`src/spa_pkg.sv`:
```
`timescale 1ns / 1ps

package spa_pkg;

    localparam int COEF_W = 16;
    localparam int EXP_W  = 16;
    localparam int SUM_W  = 17;

    // Item selector codes; the fourth code carries no meaning and is discarded.
    typedef enum logic [1:0]
    {
        OP_APPEND_A = 2'd0,
        OP_APPEND_B = 2'd1,
        OP_RUN      = 2'd2
    } op_t;

    typedef struct packed
    {
        op_t               op;
        logic [COEF_W-1:0] coef;
        logic [EXP_W-1:0]  exp;
    } cmd_t;

    typedef struct packed
    {
        logic signed [SUM_W-1:0] coef;
        logic [EXP_W-1:0]        exp;
        logic                    last;
        logic                    empty_res;
        logic                    overflow;
    } res_t;

    typedef struct packed
    {
        logic busy;
        logic dropped;
    } back_stat_t;

    typedef enum logic
    {
        ST_IDLE,
        ST_MERGE
    } back_state_t;

endpackage

```
`src/spa_fifo.sv`:
```
`timescale 1ns / 1ps

module spa_fifo
    import spa_pkg::*;
#(
    parameter type DATA_T = logic [0:0],
    parameter int  DEPTH  = 2
)
(
    input  logic  clk,
    input  logic  rst_n,
    input  logic  wr_en,
    input  DATA_T wr_data,
    output logic  full,
    input  logic  rd_en,
    output DATA_T rd_data,
    output logic  empty
);

    localparam int PW = (DEPTH > 1) ? $clog2(DEPTH) : 1;
    localparam int NW = $clog2(DEPTH + 1);
    localparam logic [PW-1:0] LAST_PTR = PW'(DEPTH - 1);
    localparam logic [NW-1:0] FULL_CNT = NW'(DEPTH);

    DATA_T          slot [DEPTH];
    logic [PW-1:0]  wr_ptr_reg;
    logic [PW-1:0]  wr_ptr_next;
    logic [PW-1:0]  rd_ptr_reg;
    logic [PW-1:0]  rd_ptr_next;
    logic [NW-1:0]  cnt_reg;
    logic [NW-1:0]  cnt_next;
    logic           do_wr;
    logic           do_rd;

    assign full    = (cnt_reg == FULL_CNT);
    assign empty   = (cnt_reg == '0);
    assign do_wr   = wr_en && !full;
    assign do_rd   = rd_en && !empty;
    assign rd_data = slot[rd_ptr_reg];

    always_comb
    begin
        wr_ptr_next = wr_ptr_reg;
        rd_ptr_next = rd_ptr_reg;
        cnt_next    = cnt_reg;
        if (do_wr)
        begin
            wr_ptr_next = (wr_ptr_reg == LAST_PTR) ? '0 : wr_ptr_reg + PW'(1);
        end
        if (do_rd)
        begin
            rd_ptr_next = (rd_ptr_reg == LAST_PTR) ? '0 : rd_ptr_reg + PW'(1);
        end
        if (do_wr && !do_rd)
        begin
            cnt_next = cnt_reg + NW'(1);
        end
        else if (do_rd && !do_wr)
        begin
            cnt_next = cnt_reg - NW'(1);
        end
    end

    always_ff @(posedge clk or negedge rst_n)
    begin
        if (!rst_n)
        begin
            wr_ptr_reg <= '0;
            rd_ptr_reg <= '0;
            cnt_reg    <= '0;
        end
        else
        begin
            wr_ptr_reg <= wr_ptr_next;
            rd_ptr_reg <= rd_ptr_next;
            cnt_reg    <= cnt_next;
        end
    end

    always_ff @(posedge clk)
    begin
        if (do_wr)
        begin
            slot[wr_ptr_reg] <= wr_data;
        end
    end

endmodule

```
`src/spa_front.sv`:
```
`timescale 1ns / 1ps

module spa_front
    import spa_pkg::*;
(
    input  logic              clk,
    input  logic              rst_n,
    input  logic              push,
    output logic              full,
    input  logic [1:0]        op,
    input  logic [COEF_W-1:0] term_coef,
    input  logic [EXP_W-1:0]  term_exp,
    input  logic              cmd_pop,
    output logic              cmd_valid,
    output cmd_t              cmd_data
);

    cmd_t cmd_in;
    logic cmd_keep;
    logic cmd_full;
    logic cmd_empty;

    // Items with a meaningless selector are taken and then discarded here.
    always_comb
    begin
        cmd_in.coef = term_coef;
        cmd_in.exp  = term_exp;
        cmd_in.op   = OP_RUN;
        cmd_keep    = 1'b0;
        case (op)
            OP_APPEND_A:
            begin
                cmd_in.op = OP_APPEND_A;
                cmd_keep  = 1'b1;
            end
            OP_APPEND_B:
            begin
                cmd_in.op = OP_APPEND_B;
                cmd_keep  = 1'b1;
            end
            OP_RUN:
            begin
                cmd_in.op = OP_RUN;
                cmd_keep  = 1'b1;
            end
            default:
            begin
                cmd_keep = 1'b0;
            end
        endcase
    end

    spa_fifo #(
        .DATA_T (cmd_t),
        .DEPTH  (2)
    ) u_cmd_q (
        .clk     (clk),
        .rst_n   (rst_n),
        .wr_en   (push && cmd_keep),
        .wr_data (cmd_in),
        .full    (cmd_full),
        .rd_en   (cmd_pop),
        .rd_data (cmd_data),
        .empty   (cmd_empty)
    );

    assign full      = cmd_full;
    assign cmd_valid = !cmd_empty;

endmodule

```
`src/spa_back.sv`:
```
`timescale 1ns / 1ps

module spa_back
    import spa_pkg::*;
#(
    parameter int MAX_TERMS = 32
)
(
    input  logic       clk,
    input  logic       rst_n,
    input  logic       cmd_valid,
    input  cmd_t       cmd_data,
    output logic       cmd_pop,
    input  logic       res_full,
    output logic       res_push,
    output res_t       res_data,
    output back_stat_t stat
);

    localparam int AW = (MAX_TERMS > 1) ? $clog2(MAX_TERMS) : 1;
    localparam int CW = $clog2(MAX_TERMS + 1);
    localparam int WW = COEF_W + EXP_W;
    localparam logic [CW-1:0] CAP = CW'(MAX_TERMS);

    logic [WW-1:0] mem_a [MAX_TERMS];
    logic [WW-1:0] mem_b [MAX_TERMS];
    logic [WW-1:0] rd_a_reg;
    logic [WW-1:0] rd_b_reg;

    back_state_t   state_reg;
    back_state_t   state_next;
    logic [CW-1:0] i_reg;
    logic [CW-1:0] i_next;
    logic [CW-1:0] j_reg;
    logic [CW-1:0] j_next;
    logic [CW-1:0] count_a_reg;
    logic [CW-1:0] count_a_next;
    logic [CW-1:0] count_b_reg;
    logic [CW-1:0] count_b_next;
    logic          dropped_reg;
    logic          dropped_next;

    logic              wr_a;
    logic              wr_b;
    logic              a_ok;
    logic              b_ok;
    logic              take_a;
    logic              take_b;
    logic [CW-1:0]     i_adv;
    logic [CW-1:0]     j_adv;
    logic              is_last;
    logic [COEF_W-1:0] coef_a;
    logic [COEF_W-1:0] coef_b;
    logic [EXP_W-1:0]  exp_a;
    logic [EXP_W-1:0]  exp_b;
    logic [SUM_W-1:0]  add_a;
    logic [SUM_W-1:0]  add_b;

    // During a merge, the read data registers hold the entries at the current heads.
    assign coef_a = rd_a_reg[WW-1:EXP_W];
    assign exp_a  = rd_a_reg[EXP_W-1:0];
    assign coef_b = rd_b_reg[WW-1:EXP_W];
    assign exp_b  = rd_b_reg[EXP_W-1:0];

    assign a_ok   = (i_reg < count_a_reg);
    assign b_ok   = (j_reg < count_b_reg);
    assign take_a = a_ok && (!b_ok || (exp_a >= exp_b));
    assign take_b = b_ok && (!a_ok || (exp_b >= exp_a));
    assign i_adv  = i_reg + CW'(take_a);
    assign j_adv  = j_reg + CW'(take_b);
    assign is_last = (i_adv >= count_a_reg) && (j_adv >= count_b_reg);

    assign add_a = take_a ? {coef_a[COEF_W-1], coef_a} : '0;
    assign add_b = take_b ? {coef_b[COEF_W-1], coef_b} : '0;

    always_comb
    begin
        res_data.coef      = add_a + add_b;
        res_data.exp       = take_a ? exp_a : (take_b ? exp_b : '0);
        res_data.last      = is_last;
        res_data.empty_res = !a_ok && !b_ok;
        res_data.overflow  = dropped_reg;
    end

    always_comb
    begin
        state_next   = state_reg;
        i_next       = i_reg;
        j_next       = j_reg;
        count_a_next = count_a_reg;
        count_b_next = count_b_reg;
        dropped_next = dropped_reg;
        wr_a         = 1'b0;
        wr_b         = 1'b0;
        cmd_pop      = 1'b0;
        res_push     = 1'b0;
        case (state_reg)
            ST_IDLE:
            begin
                i_next = '0;
                j_next = '0;
                if (cmd_valid)
                begin
                    cmd_pop = 1'b1;
                    case (cmd_data.op)
                        OP_APPEND_A:
                        begin
                            if (count_a_reg != CAP)
                            begin
                                wr_a         = 1'b1;
                                count_a_next = count_a_reg + CW'(1);
                            end
                            else
                            begin
                                dropped_next = 1'b1;
                            end
                        end
                        OP_APPEND_B:
                        begin
                            if (count_b_reg != CAP)
                            begin
                                wr_b         = 1'b1;
                                count_b_next = count_b_reg + CW'(1);
                            end
                            else
                            begin
                                dropped_next = 1'b1;
                            end
                        end
                        OP_RUN:
                        begin
                            state_next = ST_MERGE;
                        end
                        default:
                        begin
                            state_next = ST_IDLE;
                        end
                    endcase
                end
            end
            ST_MERGE:
            begin
                if (!res_full)
                begin
                    res_push = 1'b1;
                    if (is_last)
                    begin
                        state_next   = ST_IDLE;
                        i_next       = '0;
                        j_next       = '0;
                        count_a_next = '0;
                        count_b_next = '0;
                        dropped_next = 1'b0;
                    end
                    else
                    begin
                        i_next = i_adv;
                        j_next = j_adv;
                    end
                end
            end
            default:
            begin
                state_next = ST_IDLE;
            end
        endcase
    end

    always_ff @(posedge clk or negedge rst_n)
    begin
        if (!rst_n)
        begin
            state_reg   <= ST_IDLE;
            i_reg       <= '0;
            j_reg       <= '0;
            count_a_reg <= '0;
            count_b_reg <= '0;
            dropped_reg <= 1'b0;
        end
        else
        begin
            state_reg   <= state_next;
            i_reg       <= i_next;
            j_reg       <= j_next;
            count_a_reg <= count_a_next;
            count_b_reg <= count_b_next;
            dropped_reg <= dropped_next;
        end
    end

    // The read address follows the next head, so the registered data is ready in the next cycle.
    always_ff @(posedge clk)
    begin
        if (wr_a)
        begin
            mem_a[count_a_reg[AW-1:0]] <= {cmd_data.coef, cmd_data.exp};
        end
        if (wr_b)
        begin
            mem_b[count_b_reg[AW-1:0]] <= {cmd_data.coef, cmd_data.exp};
        end
        rd_a_reg <= mem_a[i_next[AW-1:0]];
        rd_b_reg <= mem_b[j_next[AW-1:0]];
    end

    assign stat.busy    = (state_reg == ST_MERGE);
    assign stat.dropped = dropped_reg;

endmodule

```
`src/sparse_polynomial_adder.sv`:
```
`timescale 1ns / 1ps
// Channel   Transfer when      Ports
// input     push && !full      op, term_coef, term_exp
// result    pop && !empty      sum_coef, sum_exp, last, empty_res, overflow
//
// The merge engine takes load items at one per cycle while it is idle.
// A run item starts the single merge engine, which steps both heads and emits one
// merged term per cycle while the result queue has room (a zero term if empty).
// Reset (rst_n low) empties both term stores, the queues and the drop flag.
// Either side may stall: a two-entry command queue and a two-entry result queue
// decouple the input, the merge engine and the result side.

module sparse_polynomial_adder
    import spa_pkg::*;
#(
    parameter int MAX_TERMS = 32
)
(
    input  logic                     clk,
    input  logic                     rst_n,
    input  logic                     push,
    output logic                     full,
    input  logic [1:0]               op,
    input  logic signed [COEF_W-1:0] term_coef,
    input  logic [EXP_W-1:0]         term_exp,
    output logic                     empty,
    input  logic                     pop,
    output logic signed [SUM_W-1:0]  sum_coef,
    output logic [EXP_W-1:0]         sum_exp,
    output logic                     last,
    output logic                     empty_res,
    output logic                     overflow
);

    logic       cmd_valid;
    logic       cmd_pop;
    cmd_t       cmd_data;
    logic       res_push;
    logic       res_full;
    res_t       res_data;
    res_t       res_out;
    back_stat_t back_stat;

    spa_front u_front (
        .clk       (clk),
        .rst_n     (rst_n),
        .push      (push),
        .full      (full),
        .op        (op),
        .term_coef (term_coef),
        .term_exp  (term_exp),
        .cmd_pop   (cmd_pop),
        .cmd_valid (cmd_valid),
        .cmd_data  (cmd_data)
    );

    spa_back #(
        .MAX_TERMS (MAX_TERMS)
    ) u_back (
        .clk       (clk),
        .rst_n     (rst_n),
        .cmd_valid (cmd_valid),
        .cmd_data  (cmd_data),
        .cmd_pop   (cmd_pop),
        .res_full  (res_full),
        .res_push  (res_push),
        .res_data  (res_data),
        .stat      (back_stat)
    );

    spa_fifo #(
        .DATA_T (res_t),
        .DEPTH  (2)
    ) u_res_q (
        .clk     (clk),
        .rst_n   (rst_n),
        .wr_en   (res_push),
        .wr_data (res_data),
        .full    (res_full),
        .rd_en   (pop),
        .rd_data (res_out),
        .empty   (empty)
    );

    assign sum_coef  = res_out.coef;
    assign sum_exp   = res_out.exp;
    assign last      = res_out.last;
    assign empty_res = res_out.empty_res;
    assign overflow  = res_out.overflow;

`ifndef ASSERT_OFF
    a_res_no_overrun: assert property (@(posedge clk) disable iff (!rst_n)
        res_push |-> !res_full)
        else $error("merge engine wrote into a full result queue");

    a_empty_form: assert property (@(posedge clk) disable iff (!rst_n)
        (res_push && res_data.empty_res) |->
            (res_data.last && (res_data.coef == '0) && (res_data.exp == '0)))
        else $error("empty result is not a single zero term");

    a_no_cmd_while_busy: assert property (@(posedge clk) disable iff (!rst_n)
        back_stat.busy |-> !cmd_pop)
        else $error("command taken while a merge is in progress");

    a_run_end: assert property (@(posedge clk) disable iff (!rst_n)
        (res_push && !res_full && res_data.last) |=>
            (!back_stat.busy && !back_stat.dropped))
        else $error("merge engine did not return to idle after the final term");
`endif

endmodule
```
`config.mk`:
```
export PLATFORM = sky130hd
export DESIGN_NAME = sparse_polynomial_adder
export DESIGN_NICKNAME = d
export VERILOG_FILES = /design/src/spa_pkg.sv /design/src/spa_fifo.sv /design/src/spa_front.sv /design/src/spa_back.sv /design/src/sparse_polynomial_adder.sv
export SDC_FILE = /design/constraint.sdc
export NUM_CORES = 2
export LEC_CHECK = 0
export BUFFER_PORTS_ARGS = -buffer_cell sky130_fd_sc_hd__buf_2
export CAP_MARGIN = 20
export CORE_ASPECT_RATIO = 1.4
export CORE_UTILIZATION = 57
export DETAILED_ROUTE_END_ITERATION = 10
export PLACE_DENSITY_LB_ADDON = 0.08
export SLEW_MARGIN = 10
export SYNTH_ARGS = -nofsm -noshare
export SYNTH_HDL_FRONTEND = slang
export SYNTH_SLANG_ARGS = --single-unit
```
`constraint.sdc`:
```
create_clock -name clk -period 5.6 [get_ports clk]
set_input_delay 1.12 -clock clk [delete_from_list [all_inputs] [get_ports clk]]
set_output_delay 1.12 -clock clk [all_outputs]
set_load 0.02 [all_outputs]
```
==> impl_results.md <==
* Run status: finished, final reports clean
* Area contributors post-synth: sky130_fd_sc_hd__edfxtp_1 73%, sky130_fd_sc_hd__nand2_1 5.8%, sky130_fd_sc_hd__a32oi_1 2.5%
* Async SR Flop Fraction at 0.0149
* Number of max-slew violations in the final report at 0
* Area added between synthesis and finish at 18.0%
* Average size of a mapped cell at between 10 and 15 um2
* Final Hold Fails at 0
* RSZ-0062 raised after global routing: yes
* Buffer type at the clock tree root: sky130_fd_sc_hd__clkbuf_16
* Slack of the worst reg-to-reg path at 0.07 ns
* Number of nets in the finished design at 6776
* Site row count at between 150 and 200
* Clock Path Buffers at 3
* Worst setup SP type: flop
* Drt drc at 0
* Period utilisation layout at 0.987
* Post-Synthesis Cell Area at 89800 um2
* Core Box Area at ~160000 um2
* Max Cap Viol at 0
* CTS tree: built
* Clock network latency to the later pin of the worst-skew pair at around 0.86 ns
* Met1 demand-to-capacity share in global routing at 0.404
* Number of antenna violations at the first check in global routing at 18
* Inserted Clock Buffers at between 200 and 250
* Number of detailed-routing iterations run before antenna repair at 5
* Most used flip-flop cell after synthesis: sky130_fd_sc_hd__edfxtp_1
* Pwr/cell area at 510 nW/um2
* Standard cell with the maximum stage delay on the critical path: sky130_fd_sc_hd__dfxtp_1
* Largest driver fanout on the critical path at 8
* Met3 demand-to-capacity share in global routing at 0.0400
* Htree depth at 4
* Global routing met2 resource utilization at 0.536
* Yosys synthesis warning count at 0
* DRT iter0 DRCs at around 5700
* Overall via count from detail_route at between 50000 and 60000
* Type of the setup path with the least slack: flop to flop
* Min-Delay Path Class: input pin to async pin
* Vias per std cell at approximately 6.2
* Number of hold-repair buffers added at the cts stage at 0
* Transition at the pin with the smallest max-transition slack at between 1 and 1.5 ns
* Final setup viols at 0
* Total Die Area at roughly 160000 um2
* Clk pin slew, worst setup/hold paths at 0.07 ns
* Leakage power at 36.0 nW
* GR Overflow Total at 0
* Synth unique cells at 66
* Post-synthesis sequential area ratio at 0.755
* Worst slew margin at 0.261
* Post-synthesis instance total at approximately 6100
* Number of placed I/O pins at 76
* Multi-input gate area in the final layout at 21600 um2
* Weighted congestion at the end of routability-driven global placement at slightly above 0.9
* Critical register-to-register path endpoint: u_back.rd_a_reg[19]
* Number of nets produced by synthesis at ~6300
* Area share of the largest cell type after synthesis at 0.731
* Number of enable flip-flop cells after synthesis at about 2200
* Total power draw at 54.1 mW
* Required time reported for the critical path endpoint at between 6 and 7 ns
* Total routing resource utilization after global routing at 0.328
* FF/Latch Area at ~68000 um2
* Antenna-violating nets left at 0
* Worst supply voltage drop on vdd at just over 0.4 mV
* Number of global-route vias before repair at between 50000 and 60000
* Data arrival time of the critical path at ~6.3 ns
* Dominant delay contributor by cell family on the critical path: compound AO/OA/AOI/OAI gates
* Most Crowded Layer GR: met2
* Shortest period the worst path allows at between 5 and 6 ns
* FF+latch count, synth at ~2300
* Achievable Freq at 181 MHz
* Crit. End Element: flop
* Most prevalent standard cell on the critical path: sky130_fd_sc_hd__buf_4
* Post-Route Utilization at 0.677
* Y dimension of the die at approximately 470 um
* Wire length reported by the detailed router at 261000 um
* Pin count of the biggest net entering global routing at 65
* Routed wire length per instance at 29.2 um
* Area leader, netlist: sky130_fd_sc_hd__edfxtp_1
* Number of inserted filler cells in the final layout at approximately 11000
* Wire length of the first global-routing pass at approximately 370000 um
* HPWL Detailed at between 150000 and 200000 um
* Initial standard-cell utilization of the core at 0.573
* Chip width at approximately 340 um
* R2R depth at 28
* # clock sinks at between 2000 and 2500
* Number of buffers and inverters on the critical path at 8
* IO buf count at 75
* Share of post-route cells with drive strength above 1 at 0.202
* Reg2reg start: u_back.rd_b_reg[15]
* Clock skew after layout at roughly 0.035 ns
* Delay of the slowest cell on the worst path at around 0.46 ns
cells in the mapped netlist (all sizes together) (68+ instances only):
| library cell | number |
|---|---|
| ha | 68 |
| mux2i | 212 |
| a32oi | 256 |
| clkbuf | 267 |
| nand2 | 1383 |
| a21oi | 367 |
| a31oi | 77 |
| edfxtp | 2188 |
| o22ai | 196 |
| mux2 | 161 |
| and3 | 114 |
| nand3 | 154 |
| buf | 114 |
| nor2 | 101 |
where the power goes:
group          leakage, nW  switching, mW  total, mW  internal [mW]
clock network         3.28           6.19       14.2           7.97
registers             20.7          0.547       22.3           21.7
logic                 12.0           11.5       17.7           6.17
total                 36.0           18.2       54.1           35.9
placed cells by master, fill, tap and decap left out, drive strengths merged, types with 77 or more instances in the layout:
master,synthesis,final
buf,114,685
a32oi,256,256
clkbuf,267,278
nand2,1383,1383
clkinv,5,79
mux2,161,161
and3,114,114
nand3,154,154
a21oi,367,367
o22ai,196,196
edfxtp,2188,2188
mux2i,212,212
a31oi,77,77
nor2,101,101
layer usage:
| layer | wire (um) | vias up |
|---|---|---|
| met1 | 94000 | 28400 |
| met2 | 128000 | 2442 |
| li1 | - | 24500 |
| met4 | 21000 | 6 |
| met5 | 80 | - |
| met3 | 18100 | 594 |
per-stage QoR:
| step | cells | area [um2] | setup WS (ns) | TNS (ns) | hold slack, ns |
|---|---|---|---|---|---|
| 6_report | 8943 | 106000 | 0.0722 | 0 | 0.425 |
| 5_1_grt | 8939 | 106000 | -0.0679 | -0.797 | 0.436 |
| 4_1_cts | 8926 | 105000 | 0.00518 | 0 | 0.398 |
| 3_5_place_dp | 8517 | 97600 | -0.503 | -15.18 | 0.499 |
| 3_3_place_gp | 8512 | 97500 | -0.527 | -14.71 | 0.480 |
| 2_1_floorplan | 6147 | 89800 | 0.0137 | 0 | 0.442 |
timing repair:
| item | in CTS | in global routing |
|---|---|---|
| cloned | 10 | 2 |
| resized for setup | 106 | 101 |
| pin swaps | 23 | 53 |
| setup buffers | 14 | 7 |
| endpoints found under the hold margin | 0 | 0 |
| setup endpoints to repair | 70 | 70 |
worst max path at each step:
stage / from / end / slack (ns) / cells past startpoint
floorplan: u_back.count_b_reg[2] / u_back.rd_a_reg[0] / 0.01 / 28
global placement: u_back.rd_a_reg[9] / u_back.rd_a_reg[9] / -0.53 / 29
detailed placement: u_back.rd_b_reg[10] / u_back.rd_a_reg[21] / -0.50 / 29
CTS: u_back.count_b_reg[1] / u_back.rd_a_reg[23] / 0.005 / 30
global route: u_back.j_reg[1] / u_back.rd_a_reg[23] / -0.07 / 29
finish: u_back.rd_b_reg[15] / u_back.rd_a_reg[19] / 0.07 / 28
cell families (layout without fill, tap and decap cells):
kind of cell             Yosys count  count (layout)  share of synthesized area
AO/OA/AOI/OAI                   1050            1050                     0.0778
XOR/XNOR                          38              38                    0.00371
adder cells (fa/ha/maj)           69              69                    0.00969
buffers and inverters            433            1133                     0.0211
flip-flops                      2286            2286                      0.755
multiplexers                     373             373                     0.0438
other                              0               8                          0
AND/OR/NAND/NOR                 1898            1898                     0.0887
area by class of cell:
| type | instances | share of cell area |
|---|---|---|
| flip-flops and latches | 2286 | 0.640 |
| multi-input cells | 3428 | 0.203 |
| repair buffers | 693 | 0.0652 |
| clock buffers | 276 | 0.0525 |
| well taps | 2088 | 0.0246 |
| clock inverters | 109 | 0.0111 |
| inverters | 52 | 0.00238 |
| repair inverters | 3 | 0.000413 |
| diodes | 8 | 0.000189 |
No activity file was read; power rests on OpenSTA's default activity.
